==> config.mk <==
export PLATFORM = sky130hd
export DESIGN_NAME = acl_front_flat
export DESIGN_NICKNAME = d
export VERILOG_FILES = /design/src/acl_pkg.sv /design/src/acl_ifs.sv /design/src/acl_front.sv /design/src/flat_wrapper.sv
export SDC_FILE = /design/constraint.sdc
export NUM_CORES = 1
export LEC_CHECK = 0
export ABC_CLOCK_PERIOD_IN_PS = 2600
export BUFFER_PORTS_ARGS = -buffer_cell sky130_fd_sc_hd__buf_2
export CAP_MARGIN = 20
export CELL_PAD_IN_SITES_DETAIL_PLACEMENT = 1
export CELL_PAD_IN_SITES_GLOBAL_PLACEMENT = 1
export CORE_AREA = 3 3 206 208
export DETAILED_ROUTE_END_ITERATION = 10
export DIE_AREA = 0 0 209 211
export PLACE_DENSITY_LB_ADDON = 0.1
export SYNTH_ARGS = -nofsm -noshare
export SYNTH_HDL_FRONTEND = slang
export SYNTH_SLANG_ARGS = --single-unit
==> constraint.sdc <==
create_clock -name vclk -period 2.6
set_clock_uncertainty 0.15 [all_clocks]
set_input_delay 0.52 -clock vclk [all_inputs]
set_output_delay 0.52 -clock vclk [all_outputs]
set_load 0.1 [all_outputs]
==> src/acl_pkg.sv <==
package acl_pkg;

   // Command codes carried by the opcode field
   typedef enum logic [1:0] {
      OP_ADD_HOST   = 2'd0,
      OP_ADD_SUBNET = 2'd1,
      OP_CHECK      = 2'd2,
      OP_CLEAR      = 2'd3
   } op_type;

   // Result codes carried by the status field
   typedef enum logic [2:0] {
      ST_OK         = 3'd0,
      ST_FULL       = 3'd1,
      ST_BAD_PREFIX = 3'd2,
      ST_MAPPED     = 3'd3,
      ST_MATCH      = 3'd4,
      ST_NOT_FOUND  = 3'd5
   } status_type;

   // Back end sequencer states
   typedef enum logic [1:0] {
      BK_IDLE,
      BK_SCAN,
      BK_DRAIN,
      BK_FINISH
   } back_state_type;

   localparam logic [7:0]  V4_PREFIX_MAX = 8'd32;
   localparam logic [7:0]  V6_PREFIX_MAX = 8'd128;
   localparam logic [7:0]  HALF_PREFIX   = 8'd64;
   localparam logic [6:0]  WORD_ONES     = 7'd64;
   localparam logic [6:0]  V4_ONES       = 7'd32;
   localparam logic [31:0] MAPPED_TAG    = 32'h0000_FFFF;

   // Command queue depth between front and back
   localparam int Q_DEPTH = 2;
   localparam int Q_PTR_W = $clog2(Q_DEPTH);
   localparam int Q_CNT_W = $clog2(Q_DEPTH + 1);

   // Classified command handed from front to back
   typedef struct packed {
      op_type     op;
      logic       is_v6;
      status_type pre_status;
      logic [63:0] addr_high;
      logic [63:0] addr_low;
      logic [63:0] mask_high;
      logic [63:0] mask_low;
   } acl_cmd_type;

   // One stored table entry
   typedef struct packed {
      logic        is_v6;
      logic        is_subnet;
      logic [63:0] addr_high;
      logic [63:0] addr_low;
      logic [63:0] mask_high;
      logic [63:0] mask_low;
   } acl_entry_type;

   // Queue status seen by front and back
   typedef struct packed {
      logic full;
      logic empty;
   } acl_q_stat_type;

   // Ones in the top n bits of a 64-bit word, n from 0 to 64
   function automatic logic [63:0] top_ones(input logic [6:0] n);
      top_ones = ~({64{1'b1}} >> n);
   endfunction

endpackage

==> src/acl_ifs.sv <==
interface acl_req_if;
   logic        valid;
   logic        ready;
   logic [1:0]  opcode;
   logic        is_ipv6;
   logic [63:0] addr_high;
   logic [63:0] addr_low;
   logic        use_prefix;
   logic [7:0]  prefix_len;
   logic [63:0] mask_high;
   logic [63:0] mask_low;

   modport source (
      output valid, opcode, is_ipv6, addr_high, addr_low, use_prefix, prefix_len,
             mask_high, mask_low,
      input  ready
   );
   modport sink (
      input  valid, opcode, is_ipv6, addr_high, addr_low, use_prefix, prefix_len,
             mask_high, mask_low,
      output ready
   );
endinterface


==> src/acl_front.sv <==
module acl_front (
   acl_req_if.sink              req_chan,
   input  acl_pkg::acl_q_stat_type q_stat,
   output logic                 push,
   output acl_pkg::acl_cmd_type cmd
);
   import acl_pkg::*;

   op_type      op;
   logic        is_v6;
   logic [7:0]  plen;
   logic [6:0]  hi_n;
   logic [6:0]  lo_n;
   logic [6:0]  v4_n;
   logic [63:0] v4_top;
   logic        is_add;
   logic        mapped;
   logic        bad_prefix;
   logic [63:0] addr_h;
   logic [63:0] addr_l;
   logic [63:0] mask_h;
   logic [63:0] mask_l;
   status_type  pre_status;

   // Normalize the address to its family
   always_comb begin
      op     = op_type'(req_chan.opcode);
      is_v6  = req_chan.is_ipv6;
      plen   = req_chan.prefix_len;
      is_add = (op == OP_ADD_HOST) || (op == OP_ADD_SUBNET);
      addr_h = is_v6 ? req_chan.addr_high : '0;
      addr_l = is_v6 ? req_chan.addr_low : {32'b0, req_chan.addr_low[31:0]};
   end

   // Build the mask from host, prefix or explicit fields
   always_comb begin
      hi_n   = (plen > HALF_PREFIX) ? WORD_ONES : plen[6:0];
      lo_n   = (plen > HALF_PREFIX) ? 7'(plen - HALF_PREFIX) : '0;
      v4_n   = (plen > V4_PREFIX_MAX) ? V4_ONES : plen[6:0];
      v4_top = top_ones(v4_n);

      if (op == OP_ADD_HOST) begin
         mask_h = is_v6 ? {64{1'b1}} : '0;
         mask_l = is_v6 ? {64{1'b1}} : {32'b0, {32{1'b1}}};
      end else if (req_chan.use_prefix) begin
         if (is_v6) begin
            mask_h = top_ones(hi_n);
            mask_l = top_ones(lo_n);
         end else begin
            mask_h = '0;
            mask_l = {32'b0, v4_top[63:32]};
         end
      end else begin
         mask_h = is_v6 ? req_chan.mask_high : '0;
         mask_l = is_v6 ? req_chan.mask_low : {32'b0, req_chan.mask_low[31:0]};
      end
   end

   // Classify add errors: mapped address first, then prefix range
   always_comb begin
      mapped     = is_v6 && (addr_h == '0) && (addr_l[63:32] == MAPPED_TAG);
      bad_prefix = (op == OP_ADD_SUBNET) && req_chan.use_prefix &&
                   (plen > (is_v6 ? V6_PREFIX_MAX : V4_PREFIX_MAX));
      if (is_add && mapped) begin
         pre_status = ST_MAPPED;
      end else if (is_add && bad_prefix) begin
         pre_status = ST_BAD_PREFIX;
      end else begin
         pre_status = ST_OK;
      end
   end

   // Pack the classified command beat
   always_comb begin
      cmd.op         = op;
      cmd.is_v6      = is_v6;
      cmd.pre_status = pre_status;
      cmd.addr_high  = addr_h;
      cmd.addr_low   = addr_l;
      cmd.mask_high  = mask_h;
      cmd.mask_low   = mask_l;
   end

   // Take a beat whenever the queue has room
   assign req_chan.ready = !q_stat.full;
   assign push           = req_chan.valid && !q_stat.full;

endmodule

==> src/flat_wrapper.sv <==
// flat-port wrapper written by rule: the top's interface ports become plain ports
module acl_front_flat import acl_pkg::*;
  (q_stat, push, cmd, req_chan_valid, req_chan_opcode, req_chan_is_ipv6, req_chan_addr_high, req_chan_addr_low, req_chan_use_prefix, req_chan_prefix_len, req_chan_mask_high, req_chan_mask_low, req_chan_ready);
  acl_req_if req_chan_i ();
  input  acl_pkg::acl_q_stat_type q_stat;
  output logic push;
  output acl_pkg::acl_cmd_type cmd;
  input wire logic [$bits(req_chan_i.valid)-1:0] req_chan_valid;
  input wire logic [$bits(req_chan_i.opcode)-1:0] req_chan_opcode;
  input wire logic [$bits(req_chan_i.is_ipv6)-1:0] req_chan_is_ipv6;
  input wire logic [$bits(req_chan_i.addr_high)-1:0] req_chan_addr_high;
  input wire logic [$bits(req_chan_i.addr_low)-1:0] req_chan_addr_low;
  input wire logic [$bits(req_chan_i.use_prefix)-1:0] req_chan_use_prefix;
  input wire logic [$bits(req_chan_i.prefix_len)-1:0] req_chan_prefix_len;
  input wire logic [$bits(req_chan_i.mask_high)-1:0] req_chan_mask_high;
  input wire logic [$bits(req_chan_i.mask_low)-1:0] req_chan_mask_low;
  output wire logic [$bits(req_chan_i.ready)-1:0] req_chan_ready;
  assign req_chan_i.valid = req_chan_valid;
  assign req_chan_i.opcode = req_chan_opcode;
  assign req_chan_i.is_ipv6 = req_chan_is_ipv6;
  assign req_chan_i.addr_high = req_chan_addr_high;
  assign req_chan_i.addr_low = req_chan_addr_low;
  assign req_chan_i.use_prefix = req_chan_use_prefix;
  assign req_chan_i.prefix_len = req_chan_prefix_len;
  assign req_chan_i.mask_high = req_chan_mask_high;
  assign req_chan_i.mask_low = req_chan_mask_low;
  assign req_chan_ready = req_chan_i.ready;
  acl_front u_core (.req_chan(req_chan_i), .q_stat(q_stat), .push(push), .cmd(cmd));
endmodule
Word-level counts from Yosys, hierarchy flattened:

Cells that the tools add are included.
Widths: inputs -> output; s select.

* flip-flop bits (word level): 0
* input port bits: 271
* output and inout bits: 264
* word-level logic and storage cells: 41

* $add $sub $neg: 1
* magnitude comparators: 3
* equality and inequality tests: 2
* shift operators: 3
* mux-type cells: 18
* bitwise gates (word level): 3
* reductions and logical operators: 11

Operator list (number)
* $mux 64: 12
* $not 64->64: 3
* $shr 64x7->64 const A: 3
* $logic_not 64->1: 1
* $eq 32x16->1 const B: 1
* $mux 7: 3
* $gt 8x6->1 const B: 1
* $gt 8x7->1 const B: 1
* $gt 8x8->1: 1
* $mux 8: 1
* $logic_and 1x1->1: 7
* $sub 7x7->7 const B: 1
* $mux 3: 1
* $eq 2x1->1 const B: 1
* $logic_not 2->1: 1
* $mux 2: 1
* $logic_not 1->1: 1
* $logic_or 1x1->1: 1

Longest topological paths before layout:

Gate-level depths: netlist of run 1.

* depth after elaboration: 7
* gate-level depth with buffers: 9

Worst setup path after synthesis of run 1:

No wires, ideal clock.

* path type: input-to-output
* start: input req_chan_is_ipv6
* end: output cmd[257] in the netlist's numbering
* arrival: 3722 ps
* setup slack: -1792 ps
* cell stages on the path: 6
* path buffers: 1
* cell sequence: clkbuf_1 and2_1 nand4_1 nor4_1 o21a_1 nand2b_1

RTL lines
* start: declaration: RTL line flat_wrapper.sv:10 `input wire logic [$bits(req_chan_i.is_ipv6)-1:0] req_chan_is_ipv6;`
* end: declaration: RTL line flat_wrapper.sv:7 `output acl_pkg::acl_cmd_type cmd;`

==> results.sh, run 1 <==
export IMPL_layout_cells_most_common_list="buf_12, buf_2, buf_4"
export IMPL_status="complete, but fails checks"
export IMPL_hold_viol_final=0
export IMPL_die_area_um2=44100
export IMPL_syn_area_um2=4040
export IMPL_layout_setup_ws_ns=-0.123
export IMPL_finalNonFillerCells=1845
export IMPL_syn_area_per_cell_um2=5.39
export IMPL_path_max_fanout=7
export IMPL_viasPerCell=4.20
export IMPL_period_needed_ns=2.72
export IMPL_postCtsHoldBufs=0
export IMPL_violations="negative setup slack"
export IMPL_dp_hpwl_um=35600
export IMPL_gp_congestion=0.840
export IMPL_tightest_slew_ns=0.541
export IMPL_required_ns=1.93
export IMPL_p_leak_nw=5.89
export IMPL_drtAntennaViolNets=0
export IMPL_maxSlewViolCount=0
export IMPL_rows=74
export IMPL_start_kind="primary input"
export IMPL_coreArea_um2=40700
export IMPL_n_fill_cell=4640
export IMPL_report_power_total_mw=4.68
export IMPL_fin_setup_tns_ns=-2.06
export IMPL_crit_type="in -> out"
export IMPL_dr_total_vias=7741
export IMPL_area_growth_syn_to_layout_pct=256
export IMPL_maxCapViolCount=0
export IMPL_powerDensity_nw_per_um2=325
export IMPL_ff_latch_area_um2=0
export IMPL_crit_arrival_ns=2.05
export IMPL_fin_nets=1585
export IMPL_ys_seq_area_frac=0
export IMPL_antenna_found_initial=9
export IMPL_die_h_um=211
export IMPL_routed_wl_um=41700
export IMPL_track_usage=0.177
export IMPL_slew_headroom=0.642
export IMPL_die_w_um=209
export IMPL_whs_ns=0.890
export IMPL_rsz0062_at_grt="true"
export IMPL_seq_cell_count=0
export IMPL_final_common_cell="buf_12"
export IMPL_overflow=0
export IMPL_drive_gt1_frac=0.781
export IMPL_setup_viol=32
export IMPL_port_buffer_count=469
export IMPL_drc_errors=0
export IMPL_grt_pass1_vias=8354
export IMPL_ios=535
export IMPL_dr_pass1_iters=4
export IMPL_clock_buffers=0
export IMPL_clock_fmax_mhz=367
export IMPL_grt_max_degree=78
export IMPL_avgRoutedWirePerCell_um=22.6
export IMPL_synth_yosys_warnings=0
export IMPL_drt_iter0_drc=268
export IMPL_min_period_over_period=1.05
export IMPL_initial_core_util=0.0992
export IMPL_syn_inst=750
export IMPL_end_kind="output port"
export IMPL_ys_types=48
export IMPL_vdd_drop_max_mv=0.178
export IMPL_numPlacedInstances=1813
export IMPL_multi_input_area_um2=5830
export IMPL_grt_pass1_wl_um=59100
export IMPL_hold_class="in -> out"
export IMPL_synth_nets=1023
logic make-up (layout without fill, tap and decap cells):
group                    after synthesis  count (layout)  share of synthesized area
other                                  1               4                   0.000928
multiplexers                           1               1                    0.00248
AND/OR/NAND/NOR                      318             319                      0.417
adder cells (fa/ha/maj)                2               2                    0.00619
AO/OA/AOI/OAI                        304             304                      0.413
buffers and inverters                124             683                      0.161
timing repair:
item                                    in CTS  in global routing
buffers inserted                            15                 12
hold endpoints to repair                     0                  0
endpoints found under the setup margin     118                104
resized for setup                          186                125
gates cloned                                 3                  1
pin swaps                                   43                 59
power by group:
part / internal [mW] / total (mW) / leakage [nW] / switching, mW
logic: 1.70 / 4.68 / 5.89 / 2.98
registers: 0 / 0 / 0 / 0
clock network: 0.000000102 / 0.000000102 / 0.0000205 / 0
total: 1.70 / 4.68 / 5.89 / 2.98
cell usage after synthesis, types with 10 or more instances:
master,n,share of area
buf_2,10,0.012
o21ai_0,134,0.17
nand2b_1,11,0.017
nor2_1,51,0.047
nor4_1,22,0.034
buf_4,36,0.067
nand2_1,63,0.058
and2_1,102,0.16
o21a_1,12,0.022
clkbuf_1,57,0.053
a21oi_1,113,0.14
o22ai_1,18,0.028
nand3_1,30,0.037
area by class of cell:
type / instances / share of cell area
antenna: 3 / 0.000522
inverter: 7 / 0.00218
multi-input combinational: 627 / 0.406
tap: 532 / 0.0463
timing repair buffer: 676 / 0.545
final timing paths:
path	endpoint	from	slack, ns	cells after the start
min	cmd[128]	req_chan_addr_low[0]	0.89	0
max	cmd[4]	req_chan_prefix_len[6]	-0.12	7
through the flow:
stage / util / setup slack [ns] / instance area, um2
after floorplan: - / -0.340 / 5970
after global placement: 0.316 / -0.386 / 12900
after detailed placement: 0.316 / -0.413 / 12900
after CTS: 0.338 / -0.164 / 13800
after global routing: 0.353 / -0.201 / 14400
final: 0.353 / -0.123 / 14400
critical path, cell delays in order:
cell and delay, ns:
buf_12 0.11, or3_4 0.42, o21ai_4 0.27, and2_4 0.28, nand3_4 0.09, a21oi_4 0.16
buf_12 0.19
metal layers:
metal / vias to the layer above / track usage / part of all wire
li1: 3763 / - / -
met2: 226 / 0.314 / 0.51
met1: 3708 / 0.234 / 0.42
met3: 34 / 0.0315 / 0.059
met4: 10 / 0.0129 / 0.0089
met5: - / 0 / 0.0015
Note: power is estimated with default switching activity, not from simulation.
==> run 2: changes to the inputs <==
Settings changed: ABC_AREA set to 1, CORE_AREA 3 3 206 208 to 3 3 208 210, DIE_AREA 0 0 209 211 to 0 0 211 213.
==> run 2 against run 1 <==
Effect of this change:
- the flow still finishes with violations (negative setup slack)
- critical path depth increased by 6
- fmax down 0.23%
- non-clock buffer count is 110 higher
- largest power group unchanged
- global-route usage increased by 0.66 points
- cell count up 21%
==> results.sh, run 2 <==
export IMPL_min_period_over_period=1.05
export IMPL_vdd_drop_max_mv=0.141
export IMPL_status="complete, but fails checks"
export IMPL_crit_type="in -> out"
export IMPL_p_switching_mw=3.28
export IMPL_critPathSlowestCell="a21oi_4"
export IMPL_synth_most_common_cell="nand2_1"
export IMPL_finalNonFillerCells=2241
export IMPL_ios=535
export IMPL_start_kind="primary input"
export IMPL_setup_viol=92
export IMPL_dr_total_vias=9454
export IMPL_comb_power_share=1.000
export IMPL_cp_top_family="buffers and inverters"
export IMPL_synth_nets=1291
export IMPL_drt_iter0_drc=334
export IMPL_fin_util=0.397
export IMPL_antenna_found_initial=6
export IMPL_clock_fmax_mhz=366
export IMPL_routed_wl_um=44000
export IMPL_grt_pass1_vias=10200
export IMPL_clock_buffers=0
export IMPL_area_growth_syn_to_layout_pct=241
export IMPL_die_h_um=213
export IMPL_seq_cell_count=0
export IMPL_die_w_um=211
export IMPL_powerDensity_nw_per_um2=311
export IMPL_clockPowerShare=0
export IMPL_coreArea_um2=41800
export IMPL_swShare=0.636
export IMPL_ff_latch_area_um2=0
export IMPL_avgRoutedWirePerCell_um=19.6
export IMPL_hold_viol_final=0
export IMPL_slew_headroom=0.649
export IMPL_numPlacedInstances=2167
export IMPL_synthTopCellsByCount="nand2_1, inv_1, o21ai_0"
export IMPL_ys_types=41
export IMPL_yosys_mux_area_fraction=0
export IMPL_use_met1=0.204
export IMPL_ys_seq_area_frac=0
export IMPL_track_usage=0.183
export IMPL_viasPerCell=4.22
export IMPL_period_needed_ns=2.73
export IMPL_die_area_um2=44900
export IMPL_final_common_cell="buf_12"
export IMPL_synth_top_area_share=0.221
export IMPL_rsz0062_at_grt="true"
export IMPL_syn_area_um2=4860
export IMPL_path_max_fanout=4
export IMPL_synthTopCellsByArea="nand2_1, o21ai_0, inv_1"
export IMPL_gp_congestion=0.832
export IMPL_layout_setup_ws_ns=-0.129
export IMPL_p_int_mw=1.88
export IMPL_yosysTopAreaCell="nand2_1"
export IMPL_synth_top_family_by_area="simple AND/OR/NAND/NOR gates"
export IMPL_grt_busiest_layer="met2"
export IMPL_drive_gt1_frac=0.731
export IMPL_p_leak_nw=7.79
export IMPL_drc_errors=0
export IMPL_slowest_delay_ns=0.21
export IMPL_power_share_sequential=0
export IMPL_fin_setup_tns_ns=-5.20
export IMPL_maxSlewViolCount=0
export IMPL_syn_area_per_cell_um2=4.77
export IMPL_violations="negative setup slack"
export IMPL_synthXorXnorAreaFrac=0
export IMPL_grt_max_degree=52
export IMPL_drtAntennaViolNets=0
export IMPL_required_ns=1.93
export IMPL_overflow=0
export IMPL_n_fill_cell=4843
export IMPL_fin_nets=1972
export IMPL_layout_cells_most_common_list="buf_12, buf_4, buf_2"
export IMPL_end_kind="output port"
export IMPL_grtUsageMet3=0.0470
export IMPL_report_power_total_mw=5.16
export IMPL_path_buf_inv=6
export IMPL_rows=75
export IMPL_initial_core_util=0.116
export IMPL_critPathMostFrequentCell="buf_4"
export IMPL_synth_yosys_warnings=0
export IMPL_postCtsHoldBufs=0
export IMPL_grt_met2_usage=0.364
export IMPL_port_buffer_count=469
export IMPL_synth_simple_area_share=0.466
export IMPL_crit_chain="buf_12 -> inv_8 -> nand2_8 -> buf_4 -> buf_4 -> nand2_1 -> nand2_2 -> a21oi_4 -> nor2_2 -> o21ai_1 -> buf_4 -> nand2_4 -> buf_12"
export IMPL_dp_hpwl_um=37400
export IMPL_synth_compound_area_frac=0.277
export IMPL_hold_class="in -> out"
export IMPL_syn_inst=1018
export IMPL_crit_arrival_ns=2.06
export IMPL_maxCapViolCount=0
export IMPL_grt_pass1_wl_um=63400
export IMPL_yosys_area_share_adder=0.00515
export IMPL_tightest_slew_ns=0.529
export IMPL_dr_pass1_iters=4
run 2: cell types whose count changed after synthesis, moves of 16 or more:
cell	previous run	this run
clkbuf_1	57	41
nor4_1	22	2
o21ai_1	0	23
o22ai_1	18	0
nand2_1	63	286
nand3_1	30	74
inv_1	6	138
nor2_1	51	96
a21oi_1	113	50
nand4_1	6	27
and2_1	102	0
run 2: worst paths after layout:
kind / start / to / cells past startpoint
worst max-delay path: req_chan_prefix_len[3] / cmd[13] / 13
worst min-delay path: req_chan_addr_low[25] / cmd[153] / 0
run 2: repair_timing:
| item | CTS | global route |
|---|---|---|
| pin swaps | 100 | 100 |
| endpoints found under the hold margin | 0 | 0 |
| gates resized for setup | 340 | 155 |
| buffers inserted | 43 | 24 |
| setup endpoints to repair | 129 | 124 |
| cloned | 8 | 0 |
run 2: power by group through the flow:
stage	logic, mW	clock network (mW)	registers (mW)
global route	5.36	0	0
detailed placement	4.76	0	0
floorplan	3.06	0	0
finish	5.16	0.000000262	0
CTS	5.06	0	0
global placement	4.75	0	0
run 2: area by class of cell:
type	count	area, um2	share of cell area
diodes	5	12.5	0.000755
inverters	149	713	0.0430
multi-input cells	761	6350	0.383
well taps	539	674	0.0407
repair buffers	786	8810	0.531
repair inverters	1	16.3	0.000981
run 2: kinds of logic (layout without fill, tap and decap cells):
| kind of cell | Yosys count | after routing |
|---|---|---|
| AND/OR/NAND/NOR | 516 | 517 |
| buffers and inverters | 258 | 936 |
| other | 1 | 6 |
| AO/OA/AOI/OAI | 241 | 241 |
| adder cells (fa/ha/maj) | 2 | 2 |
run 2: stage by stage:
stage          setup WS [ns]  hold slack, ns  area, um2
2_1_floorplan         -0.316            1.10       6320
3_3_place_gp          -0.356           0.891      14000
3_5_place_dp          -0.388           0.891      14000
4_1_cts               -0.127           0.891      15800
5_1_grt               -0.209           0.890      16600
6_report              -0.129           0.890      16600
run 2: metal layers:
layer	wire, um	part of all wire
met3	3370	0.077
met1	16300	0.37
met4	312	0.0071
met2	24000	0.55
met5	0	0
