<file path="config.mk">
export PLATFORM = sky130hd
export DESIGN_NAME = acl_queue
export DESIGN_NICKNAME = d
export VERILOG_FILES = /design/src/acl_pkg.sv /design/src/acl_queue.sv
export SDC_FILE = /design/constraint.sdc
export NUM_CORES = 1
export LEC_CHECK = 0
export BUFFER_PORTS_ARGS = -buffer_cell sky130_fd_sc_hd__buf_2
export CAP_MARGIN = 10
export CORE_UTILIZATION = 25
export DETAILED_ROUTE_END_ITERATION = 7
export PLACE_DENSITY_LB_ADDON = 0.1
export SKIP_LAST_GASP = 1
export SYNTH_ARGS = -nofsm -noshare
export SYNTH_HDL_FRONTEND = slang
export SYNTH_SLANG_ARGS = --single-unit
</file>
<file path="constraint.sdc">
create_clock -name clock -period 10.94 [get_ports clock]
set_input_delay 1.094 -clock clock [delete_from_list [all_inputs] [get_ports clock]]
set_output_delay 1.094 -clock clock [all_outputs]
set_load 0.01 [all_outputs]
</file>
<file path="src/acl_pkg.sv">
package acl_pkg;

   // Command codes carried by the opcode field
   typedef enum logic [1:0] {
      OP_ADD_HOST   = 2'd0,
      OP_ADD_SUBNET = 2'd1,
      OP_CHECK      = 2'd2,
      OP_CLEAR      = 2'd3
   } op_type;

   // Result codes carried by the status field
   typedef enum logic [2:0] {
      ST_OK         = 3'd0,
      ST_FULL       = 3'd1,
      ST_BAD_PREFIX = 3'd2,
      ST_MAPPED     = 3'd3,
      ST_MATCH      = 3'd4,
      ST_NOT_FOUND  = 3'd5
   } status_type;

   // Back end sequencer states
   typedef enum logic [1:0] {
      BK_IDLE,
      BK_SCAN,
      BK_DRAIN,
      BK_FINISH
   } back_state_type;

   localparam logic [7:0]  V4_PREFIX_MAX = 8'd32;
   localparam logic [7:0]  V6_PREFIX_MAX = 8'd128;
   localparam logic [7:0]  HALF_PREFIX   = 8'd64;
   localparam logic [6:0]  WORD_ONES     = 7'd64;
   localparam logic [6:0]  V4_ONES       = 7'd32;
   localparam logic [31:0] MAPPED_TAG    = 32'h0000_FFFF;

   // Command queue depth between front and back
   localparam int Q_DEPTH = 2;
   localparam int Q_PTR_W = $clog2(Q_DEPTH);
   localparam int Q_CNT_W = $clog2(Q_DEPTH + 1);

   // Classified command handed from front to back
   typedef struct packed {
      op_type     op;
      logic       is_v6;
      status_type pre_status;
      logic [63:0] addr_high;
      logic [63:0] addr_low;
      logic [63:0] mask_high;
      logic [63:0] mask_low;
   } acl_cmd_type;

   // One stored table entry
   typedef struct packed {
      logic        is_v6;
      logic        is_subnet;
      logic [63:0] addr_high;
      logic [63:0] addr_low;
      logic [63:0] mask_high;
      logic [63:0] mask_low;
   } acl_entry_type;

   // Queue status seen by front and back
   typedef struct packed {
      logic full;
      logic empty;
   } acl_q_stat_type;

   // Ones in the top n bits of a 64-bit word, n from 0 to 64
   function automatic logic [63:0] top_ones(input logic [6:0] n);
      top_ones = ~({64{1'b1}} >> n);
   endfunction

endpackage

</file>
<file path="src/acl_queue.sv">
module acl_queue (
   input  logic                    clock,
   input  logic                    reset,
   input  logic                    push,
   input  acl_pkg::acl_cmd_type    push_cmd,
   input  logic                    pop,
   output acl_pkg::acl_cmd_type    head,
   output acl_pkg::acl_q_stat_type q_stat
);
   import acl_pkg::*;

   acl_cmd_type        slot_ff [Q_DEPTH];
   logic [Q_PTR_W-1:0] wr_ptr_ff, wr_ptr_in;
   logic [Q_PTR_W-1:0] rd_ptr_ff, rd_ptr_in;
   logic [Q_CNT_W-1:0] fill_ff, fill_in;
   logic               do_push;
   logic               do_pop;

   assign q_stat.full  = (fill_ff == Q_CNT_W'(Q_DEPTH));
   assign q_stat.empty = (fill_ff == '0);
   assign head         = slot_ff[rd_ptr_ff];

   // Advance pointers and fill level
   always_comb begin
      do_push   = push && !q_stat.full;
      do_pop    = pop && !q_stat.empty;
      wr_ptr_in = do_push ? Q_PTR_W'(wr_ptr_ff + 1'b1) : wr_ptr_ff;
      rd_ptr_in = do_pop ? Q_PTR_W'(rd_ptr_ff + 1'b1) : rd_ptr_ff;
      fill_in   = fill_ff;
      if (do_push && !do_pop) begin
         fill_in = Q_CNT_W'(fill_ff + 1'b1);
      end else if (do_pop && !do_push) begin
         fill_in = Q_CNT_W'(fill_ff - 1'b1);
      end
   end

   always_ff @(posedge clock) begin
      if (reset) begin
         wr_ptr_ff <= '0;
         rd_ptr_ff <= '0;
         fill_ff   <= '0;
      end else begin
         wr_ptr_ff <= wr_ptr_in;
         rd_ptr_ff <= rd_ptr_in;
         fill_ff   <= fill_in;
      end
   end

   // Hold the command beat in its slot
   always_ff @(posedge clock) begin
      if (do_push) begin
         slot_ff[wr_ptr_ff] <= push_cmd;
      end
   end

endmodule

</file>
# Word level (Yosys, flattened, before mapping)

Memory sizes are Yosys's and may differ from the RTL's. A register that Yosys moved wholly into a read port is not among the register bits.
Cells that the tools add are included.

Word-level logic and storage cells: 25
Memory bits (writable): 524
Memories: 1
Flip-flop bits (word level): 4

Reduce and logical (&&, ||, !) cells: 10
$add $sub $neg: 4
Mux-type cells: 6
Equality and inequality tests: 1

Memories:

| memory  | words | width | rd ports | clocked after Yosys merged registers in | wr ports | RTL line        | RTL |
|---|---|---|---|---|---|---|---|
| slot_ff | 2     | 262   | 1        | 1                                       | 1        | acl_queue.sv:12 | `acl_cmd_type slot_ff [Q_DEPTH];` |

Operator list:

| kind                                              | number |
|---|---|
| logical AND 1 bit                                 | 4 |
| logical NOT 1 bit                                 | 4 |
| two-way mux 1 bit                                 | 4 |
| two-way mux 2 bit                                 | 2 |
| adder 1 bit (second input constant)               | 2 |
| adder 2 x 1 -> 2 bit (second input constant)      | 1 |
| equality test 2 bit (second input constant)       | 1 |
| logical NOT 2 bit                                 | 1 |
| nonzero test 2 bit                                | 1 |
| subtractor 2 x 1 -> 2 bit (second input constant) | 1 |

# Depth between registers and ports, before layout

Gate-level depths: netlist of the first run.

Word-level depth: 7
Depth in mapped cells: 6

# Least setup slack after synthesis of the first run

OpenSTA, ideal clock, no wires.

Path type: input -> register
Start point: input push
End point: memory slot_ff[1][0] (netlist bit), enable pin
Arrival time: 7.242 ns
Setup time: 0.657 ns
Buffers on the path: 0
Cell stages on the path: 3
Path slack: 3.041 ns
Path through: inv_1 > nor2_1 > and2_1

Cells in the longest elaborated chain, start to end: 3

Ends and longest elaborated chain:

| what                                    | RTL line        | RTL |
|---|---|---|
| start, declared                         | acl_queue.sv:4  | `input logic push,` |
| logical AND 1 bit                       | acl_queue.sv:25 | `do_push = push && !q_stat.full;` |
| via do_push                             | acl_queue.sv:16 | `logic do_push;` |
| two-way mux 1 bit                       | acl_queue.sv:51 | `if (do_push) begin` |
| two-way mux 1 bit (implied by the code) | acl_queue.sv:52 | `slot_ff[wr_ptr_ff] <= push_cmd;` |
| end, declared                           | acl_queue.sv:12 |  |

The timed path passes the listed nets, and every way through them passes these cells.

==> results.ini, run 1 <==
[timing]
slew_violations=0
tightest_slew_ps=1180
fmax_mhz=200
setup_slack_ps=5950
finalSetupViolCount=0
hold_violations=0
tns_ps=0
min_period_ps=4990
fin_worst_skew_ps=9.81
slew_headroom_pct=21.4
final.period_utilization_pct=45.6
rsz0062_at_grt=false

[grt]
busiest_layer=met2
grt.met1_usage_pct=13.1
track_usage_pct=11.8
use_met2_pct=21.1
grt_pass1_wl_mm=70.7
grt_pass1_vias=10500
grt_max_degree=130
grt.met3_usage_pct=4.07
grt.overflow.total=0
antenna_found_initial=9

[min_path]
worstHoldPathCells=2
holdCritStartpoint=rd_ptr_ff
worst_hold_path_type=reg -> reg
min_to=rd_ptr_ff

[setup_path]
path_class=reg -> out
path_delay_family=buffers and inverters
crit_chain=buf_4, buf_4, mux2_2, buf_2
cp_max_fo=54
r2r-end=slot_ff[0][111]
worstPathArrival_ps=3890
r2r-start=fill_ff[0]
regToRegSetupSlack_ps=7210
reg2regPathDepth=5
path_common_cell=buf_4
slowest_delay_ps=870
path_buf_inv=3
endpoint_kind=output pin
worstPathRequired_ps=9850
critPathLaunchType=register
worst_path_max_delay_cell=buf_4

[placement]
pre_cts_ws_ps=6320
io_buffers=529
hpwl_mm=33.2
dp_cells=2391
place_area_sq_mm=0.0236
routabilityCongestion=0.717

[clocking]
cts_hold_buf=0
post_cts_resize_count=0
cts_setup_buffers=0
clock_latency_ps=600
ctsHtreeMaxLevel=2
cts_tree=built
path_clk_slew_ps=50
cts_buffers=60
root_buffer=clkbuf_16
cts_sinks=529
clockBufferDepth=3

[synth]
synth-edff-count=524
synth.distinct_cells=15
synth_fp_nets=1107
syn-instance-count=840
async_flop_share_pct=0
synth_area_leaders=edfxtp_1 79%, mux2_4 14%, mux2_2 4.7%
synth_flop_cell=edfxtp_1
synth.top_cell.area_share_pct=79.3
ys_seq_area_share_pct=79.8
synthMuxAreaShare_pct=18.3
yosys.area_share.simple_pct=0.221
avgSynthCellArea_sq_um=23.6
synth_area_sq_mm=0.0199
synthAdderAreaFrac_pct=0.0630
ys_warn_count=0
synth_top_family_by_area=multiplexers
synth_top_area_cell=edfxtp_1
synth_compound_area_share_pct=0.126
synth-xor-area-share_pct=0.132
ys_ff_latch=529

[drt]
drtAntennaViolNets=0
dr_total_vias=9822
drt_iter0_markers=430
via_per_inst=3.92
routedWlPerCell_um=19.5
drt_wl_total_mm=49.0
drt_first_pass_iters=6
route.detailed.drc=0

[cells_and_area]
drive_gt1_share_pct=60.7
final_cells=2507
fin_area_sq_mm=0.0255
area_delta_synth_final_pct=28.6
nNetsFinal=1680

[floorplan]
fp-row-count=102
ios=530
start_util_pct=25.5
die-area_sq_mm=0.0805
die_h_um=284
die_w_um=284
core_area_sq_mm=0.0780

[outcome]
outcome=complete, no violations

[flow_run]
drv_cap=0

[power_and_ir_drop]
power_density_mw_per_mm2=238
p_leak_uw=0.00965
irDropWorstVdd_mv=0.195

==> layer usage <==
layer / vias to the layer above / routed length (um)
met5: - / 100
met4: 14 / 990
met3: 79 / 3420
met2: 313 / 25800
met1: 4887 / 18700
li1: 4529 / -
==> worst max path at each step <==
stage	start	end	slack (ps)	depth (start not counted)
final	register	head[27]	5950	4
after global placement	push	slot_ff[0][111]	6320	6
after global routing	register	head[27]	5670	4
after floorplan	push	slot_ff[1][0]	3040	3
after detailed placement	push	slot_ff[0][117]	6320	6
after CTS	register	head[27]	5760	4
==> cells in the final DEF, fill, tap and decap left out, types with 4 or more instances in the layout <==
cell and n:
buf_2 529, buf_4 10, bufinv_16 5, clkbuf_1 8
clkbuf_16 61, clkinv_1 22, clkinv_2 13, dfxtp_1 4
edfxtp_1 524, mux2_2 82, mux2_4 180, nor2_1 5
==> Yosys cell counts, types with 2 or more instances <==
cell type and instances:
dfxtp_1 5, buf_6 21, or3_1 2, nor2_1 5, mux2_2 82, o21ai_0 3
edfxtp_1 524, buf_2 8, inv_1 2, xor2_1 3, a21oi_1 2, mux2_4 180
==> worst min-delay path: stages (launching register included) <==
cell and delay, ps:
dfxtp_1 320, xor2_1 70, nor2_1 80
==> sequential cells by signal, indices dropped and copies added (netlist names), named ones only <==
register / flops
fill_ff: 2
rd_ptr_ff: 1
slot_ff: 524
wr_ptr_ff: 1
==> final cells by class <==
cell class / instances / area [sq um]
Clock buffer: 69 / 1560
Multi-Input combinational cell: 280 / 3740
Clock inverter: 45 / 339
Tap cell: 1040 / 1300
Sequential cell: 529 / 15800
Antenna cell: 2 / 5.00
Timing Repair Buffer: 540 / 2740
Fill cell: 7668 / 52400
Inverter: 2 / 15.0
==> kinds of logic (layout without fill, tap and decap cells) <==
| family | Yosys count | count (layout) |
|---|---|---|
| muxes | 262 | 262 |
| xor gates and xnor gates | 3 | 3 |
| and+or+nand+nor | 9 | 9 |
| AOI/OAI and AO/OA | 5 | 5 |
| other | 0 | 2 |
| DFF | 529 | 529 |
| buffers and inverters | 31 | 656 |
| adders and majority gates | 1 | 1 |
==> report_power, final <==
part	switching (uW)	total [uW]	internal, uW
Sequential	90.0	2640	2550
Clock	795	1920	1130
Combinational	790	1520	733
Total	1670	6090	4410
==> metrics by stage <==
stage / hold WS, ps / power, uW / util [%]
finish: 504 / 6090 / 32.7
CTS: 513 / 6230 / 32.7
global placement: 475 / 4270 / 30.3
global route: 540 / 6380 / 32.7
floorplan: 452 / 3740 / -
detailed placement: 500 / 4270 / 30.3
No activity file was read; power rests on OpenSTA's default activity.
==> run 2, diff against run 1 <==
--- a/config.mk
+++ b/config.mk
@@ -5,6 +5,7 @@
 export SDC_FILE = /design/constraint.sdc
 export NUM_CORES = 1
 export LEC_CHECK = 0
+export ABC_AREA = 1
 export BUFFER_PORTS_ARGS = -buffer_cell sky130_fd_sc_hd__buf_2
 export CAP_MARGIN = 10
 export CORE_UTILIZATION = 25
==> constraint.sdc (replaced) <==
create_clock -name clock -period 4.8 [get_ports clock]
set_input_delay 0.48 -clock clock [delete_from_list [all_inputs] [get_ports clock]]
set_output_delay 0.48 -clock clock [all_outputs]
set_load 0.01 [all_outputs]
==> results.ini, run 2 <==
[synth]
synth_area_sq_mm=0.0199  ; +0.14%
syn-instance-count=852  ; +1.4%
synth_flop_cell=edfxtp_1
synth_fp_nets=1119  ; +1.1%
synth-edff-count=524  ; unchanged
synth.top_cell.area_share_pct=79.1  ; -0.11 points
ys_ff_latch=529  ; unchanged
avgSynthCellArea_sq_um=23.3  ; -1.3%
ys_seq_area_share_pct=79.7  ; -0.11 points
ys_warn_count=0  ; unchanged
synth_commonest_cells=524 x edfxtp_1, 180 x mux2_4, 82 x mux2_2
synth_top_area_cell=edfxtp_1
synth_area_leaders=edfxtp_1 79%, mux2_4 14%, mux2_2 4.6%
synth.distinct_cells=15  ; unchanged
synth_most_common_cell=edfxtp_1
async_flop_share_pct=0  ; unchanged

[timing]
fin_worst_skew_ps=12.2  ; +2.40 ps
final.period_utilization_pct=64.6
min_period_ps=3100
tns_ps=0  ; unchanged
slew_headroom_pct=26.1  ; +4.8 points
hold_violations=0  ; unchanged
finalSetupViolCount=0  ; unchanged
slew_violations=0  ; unchanged
rsz0062_at_grt=false
fmax_mhz=322
tightest_slew_ps=1110  ; -74.2 ps
whs_ps=59.5  ; -444 ps

[floorplan]
core_area_sq_mm=0.0789  ; +1.1%
die_h_um=284  ; about the same
die_w_um=284  ; about the same
die-area_sq_mm=0.0807  ; +0.14%
ios=530  ; unchanged
fp-row-count=103  ; +0.98%
start_util_pct=25.2  ; -0.25 points

[drt]
routedWlPerCell_um=19.2  ; -1.6%
route.detailed.drc=0  ; unchanged
dr_total_vias=10000  ; +2.2%
drt_wl_total_mm=49.4  ; +0.81%
drtAntennaViolNets=0  ; unchanged
drt_first_pass_iters=4  ; -2
drt_iter0_markers=360  ; -16%
via_per_inst=3.91  ; -0.28%

[setup_path]
r2r-start=fill_ff[0]
regToRegSetupSlack_ps=2450  ; -4760 ps
critPathLaunchType=register
path_class=reg -> out
endpoint_kind=output pin
cp_max_fo=48  ; -11%
worstPathArrival_ps=2620  ; -1270 ps
r2r-end=slot_ff[0][23]
reg2regPathDepth=3  ; -2
worstPathRequired_ps=4320  ; -5530 ps

[grt]
use_met2_pct=21.9  ; +0.79 points
grt_max_degree=102  ; -22%
track_usage_pct=11.9  ; +0.11 points
grt.met1_usage_pct=12.3  ; -0.80 points
grt_pass1_wl_mm=71.6  ; +1.2%
grt.overflow.total=0  ; unchanged
grt.met3_usage_pct=4.52  ; +0.45 points
antenna_found_initial=12  ; +3
busiest_layer=met2
grt_pass1_vias=11000  ; +4.0%

[clocking]
clock_latency_ps=600  ; about the same
clockBufferDepth=3  ; unchanged
root_buffer=clkbuf_16
cts_tree=built
ctsHtreeMaxLevel=2  ; unchanged
path_clk_slew_ps=60  ; about the same
cts_buffers=61  ; +1.7%
cts_sinks=529  ; unchanged
post_cts_resize_count=0  ; unchanged

[placement]
io_buffers=529  ; unchanged
place_area_sq_mm=0.0238  ; +0.88%
hpwl_mm=33.8  ; +1.8%
routabilityCongestion=0.717  ; about the same

[min_path]
worstHoldPathCells=1  ; -1
worst_hold_path_type=in -> reg
holdCritStartpoint=push_cmd[182]
min_to=slot_ff[0][182]

[cells_and_area]
fin_area_sq_mm=0.0261  ; +2.1%
largest-register=slot_ff
nNetsFinal=1734  ; +3.2%
area_delta_synth_final_pct=31.2
regArea_sq_mm=0.0158  ; unchanged
top_regs=slot_ff (524), fill_ff (2)
multi_input_area_sq_mm=0.00376  ; +0.67%
layout_common_cells=529 x buf_2, 524 x edfxtp_1, 180 x mux2_4
largest_register_ffs=524  ; unchanged
nFillCells=7759  ; +1.2%
layout_commonest_cell=buf_2
drive_gt1_share_pct=59.9  ; -0.79 points

[power_and_ir_drop]
irDropWorstVdd_mv=0.285  ; +46%
power_density_mw_per_mm2=524  ; +120%
p_leak_uw=0.00992  ; +2.8%

[flow_run]
drv_cap=0  ; unchanged

[outcome]
outcome=complete, no violations

run 2: critical path: stages (launching register included):
cell and delay, ps:
dfxtp_4 890, buf_4 560, mux2_4 340, buf_2 140
run 2: cell type report:
type                    count  area share [%]
multi-input cells         285            14.4
clock buffers              71            6.16
inverters                   9           0.130
flip-flops and latches    529            60.7
diodes                      3          0.0288
clock inverters            41            1.27
well taps                1050            5.04
repair buffers            581            12.2
run 2: logic make-up after synthesis:
group	Yosys count	synth area share [%]
buffers and inverters	38	1.56
AOI/OAI and AO/OA	6	0.151
and+or+nand+nor	16	0.334
DFF	529	79.7
muxes	262	18.2
adders and majority gates	1	0.0629
run 2: where the power goes:
group	total [uW]	internal [uW]	switching (uW)
Combinational	3180	1510	1670
Sequential	6040	5840	199
Clock	4460	2640	1820
Total	13700	9990	3690
run 2: worst max-delay path by stage:
stage,from,to
detailed placement,push,slot_ff[0][16]
global route,register,head[154]
CTS,register,head[149]
floorplan,push,slot_ff[0][0]
finish,register,head[154]
global placement,push,slot_ff[0][180]
run 2: stage by stage:
step	setup slack [ps]	util (%)	power [uW]	cells
2_1_floorplan	-62.9	-	8170	852
3_3_place_gp	2270	30.2	9400	2425
3_5_place_dp	2190	30.2	9420	2425
4_1_cts	1560	33.1	14000	2566
5_1_grt	1510	33.1	14300	2569
6_report	1700	33.1	13700	2569
run 2: repair_timing:
action                    CTS  global route
hold endpoints to repair   56             0
hold buffers               29             0
setup buffers               0             0
run 2: layer usage:
metal / share of wire [%] / vias up / wire, um
li1: - / 4642 / -
met1: 37 / 4989 / 18100
met2: 53 / 297 / 26200
met3: 7.8 / 91 / 3840
met4: 2.3 / 18 / 1130
met5: 0.21 / - / 105
==> run 3, diff against run 2 <==
--- a/config.mk
+++ b/config.mk
@@ -5,7 +5,7 @@
 export SDC_FILE = /design/constraint.sdc
 export NUM_CORES = 1
 export LEC_CHECK = 0
-export ABC_AREA = 1
+export ABC_AREA = 0
 export BUFFER_PORTS_ARGS = -buffer_cell sky130_fd_sc_hd__buf_2
 export CAP_MARGIN = 10
 export CORE_UTILIZATION = 25
==> constraint.sdc (replaced) <==
create_clock -name clock -period 2.95 [get_ports clock]
set_input_delay 0.295 -clock clock [delete_from_list [all_inputs] [get_ports clock]]
set_output_delay 0.295 -clock clock [all_outputs]
set_load 0.01 [all_outputs]
==> results.ini, run 3 (synthesized netlist as in run 1, its figures left out) <==
[outcome]
outcome=complete, no violations

[power_and_ir_drop]
p_leak_uw=0.0110  ; +10%
clkPwrFrac_pct=31.2  ; -1.4 points
switching_share_pct=27.2  ; +0.25 points
sequentialPowerShare_pct=41.6  ; -2.6 points
p_int_uw=17000  ; +70%
irDropWorstVdd_mv=0.472  ; +66%
power_density_mw_per_mm2=816  ; +56%
p_comb_share_pct=27.2  ; +4.0 points
switching_power_uw=6360  ; +72%

[cells_and_area]
area_delta_synth_final_pct=44.1
top_regs=slot_ff (524), fill_ff (2)
largest-register=slot_ff
layout_common_cells=529 x buf_2, 524 x edfxtp_1, 263 x dlygate4sd3_1
regArea_sq_mm=0.0158  ; about the same
drive_gt1_share_pct=52.5  ; -7.4 points
layout_commonest_cell=buf_2
nFillCells=7497  ; -3.4%
fin_area_sq_mm=0.0286  ; +9.7%
nNetsFinal=1972  ; +14%
largest_register_ffs=524  ; unchanged
multi_input_area_sq_mm=0.00375  ; -0.33%

[setup_path]
regToRegSetupSlack_ps=960  ; -1490 ps
worstPathArrival_ps=2240  ; -380 ps
slowest_delay_ps=590  ; -300 ps
r2r-end=slot_ff[0][146]
critPathLaunchType=register
cp_max_fo=59  ; +23%
reg2regPathDepth=4  ; +1
path_delay_family=buffers and inverters
crit_chain=buf_12, mux2_2, buf_2
path_class=reg -> out
r2r-start=fill_ff[1]
worst_path_max_delay_cell=dfxtp_4
worstPathRequired_ps=2650  ; -1670 ps
endpoint_kind=output pin
path_buf_inv=2  ; unchanged

[timing]
min_period_ps=2530
fmax_mhz=395
slew_violations=0  ; unchanged
hold_violations=0  ; unchanged
finalSetupViolCount=0  ; unchanged
final.period_utilization_pct=85.9
tns_ps=0  ; unchanged
rsz0062_at_grt=false
fin_worst_skew_ps=15.4  ; +3.24 ps
slew_headroom_pct=64.8  ; +39 points
tightest_slew_ps=529  ; -577 ps

[placement]
place_area_sq_mm=0.0241  ; +0.89%
hpwl_mm=35.3  ; +4.3%
io_buffers=529  ; unchanged
routabilityCongestion=0.731  ; +2.0%

[floorplan]
die-area_sq_mm=0.0805  ; -0.14%
die_h_um=284  ; about the same
die_w_um=284  ; about the same
start_util_pct=25.5  ; +0.25 points
ios=530  ; unchanged
fp-row-count=102  ; -0.97%
core_area_sq_mm=0.0780  ; -1.1%

[flow_run]
drv_cap=0  ; unchanged

[clocking]
ctsHtreeMaxLevel=2  ; unchanged
cts_sinks=529  ; unchanged
cts_tree=built
post_cts_resize_count=0  ; unchanged
clockBufferDepth=3  ; unchanged
root_buffer=clkbuf_16
cts_buffers=61  ; unchanged
path_clk_slew_ps=60  ; about the same
clock_latency_ps=600  ; about the same

[grt]
grt_pass1_wl_mm=74.4  ; +4.0%
antenna_found_initial=7  ; -5
track_usage_pct=12.2  ; +0.32 points
grt.overflow.total=0  ; unchanged
grt_max_degree=75  ; -26%
grt_pass1_vias=12000  ; +9.2%

[min_path]
worst_hold_path_type=in -> reg
min_to=wr_ptr_ff
worstHoldPathCells=4  ; +3
holdCritStartpoint=push

[drt]
dr_total_vias=10900  ; +8.6%
via_per_inst=3.90  ; about the same
drt_first_pass_iters=4  ; unchanged
routedWlPerCell_um=18.1  ; -5.9%
route.detailed.drc=0  ; unchanged
drt_iter0_markers=333  ; -7.5%
drtAntennaViolNets=0  ; unchanged
drt_wl_total_mm=50.5  ; +2.3%

==> run 3: changes by cell type in the layout (fill, tap and decap cells not counted), sizes merged, moves of 4 or more <==
cell,delta
dlygate4sd3,+234
nor2,-4
buf,+16
inv,-7
clkinv,-13
clkbuf,+7
nand2,-4
==> run 3: area by class of cell <==
cell class / count / share of cell area [%]
Inverter: 2 / 0.0394
Multi-Input combinational cell: 280 / 13.1
Sequential cell: 529 / 55.4
Clock buffer: 78 / 5.56
Antenna cell: 2 / 0.0175
Clock inverter: 30 / 1.13
Timing Repair Buffer: 831 / 20.2
Tap cell: 1040 / 4.55
==> run 3: worst reg2reg max path, stage by stage (launching register included) <==
cell and delay [ps]:
dfxtp_2 330, nor2b_4 130, or3_4 380, clkinvlp_4 290, buf_4 470
==> run 3: worst max path at each step <==
stage | to | cells after the start | slack, ps | start
finish | head[239] | 3 | 420 | register
floorplan | slot_ff[0][0] | 3 | -2010 | fill_ff[1]
global placement | slot_ff[0][2] | 5 | 940 | fill_ff[1]
detailed placement | slot_ff[0][146] | 4 | 940 | fill_ff[1]
CTS | head[239] | 3 | 290 | register
global route | head[239] | 3 | 260 | register
==> run 3: metal layers <==
metal | track usage, % | share of wire (%) | vias to the layer above
met5 | 0 | 0.085 | -
met4 | 3.47 | 2.1 | 6
met3 | 3.77 | 6.8 | 78
met2 | 21.9 | 52 | 313
met1 | 13.8 | 39 | 5402
li1 | - | - | 5099
==> run 3: what timing repair did <==
action                                  in CTS  in global routing
buffers inserted                             0                  0
endpoints found under the setup margin       0                  0
hold buffers                               263                  0
endpoints found under the hold margin      529                  0
==> run 3: through the flow <==
stage | hold slack, ps | std cells | util, % | worst slack [ps] | total power, uW
after floorplan | 357 | 840 | - | -2010 | 13700
after global placement | 483 | 2419 | 30.8 | 938 | 16100
after detailed placement | 486 | 2419 | 30.8 | 941 | 16100
after CTS | 31.7 | 2790 | 36.7 | 291 | 23900
after global routing | 75.7 | 2792 | 36.7 | 256 | 24500
final | 102 | 2792 | 36.7 | 416 | 23300
==> run 3: power groups by stage <==
stage                     clock (uW)  sequential [uW]  combinational [uW]
after floorplan                    0             9900                3830
after global placement             0             9850                6290
after detailed placement           0             9880                6260
after CTS                       7570             9720                6580
after global routing            7860             9790                6840
final                           7290             9700                6350
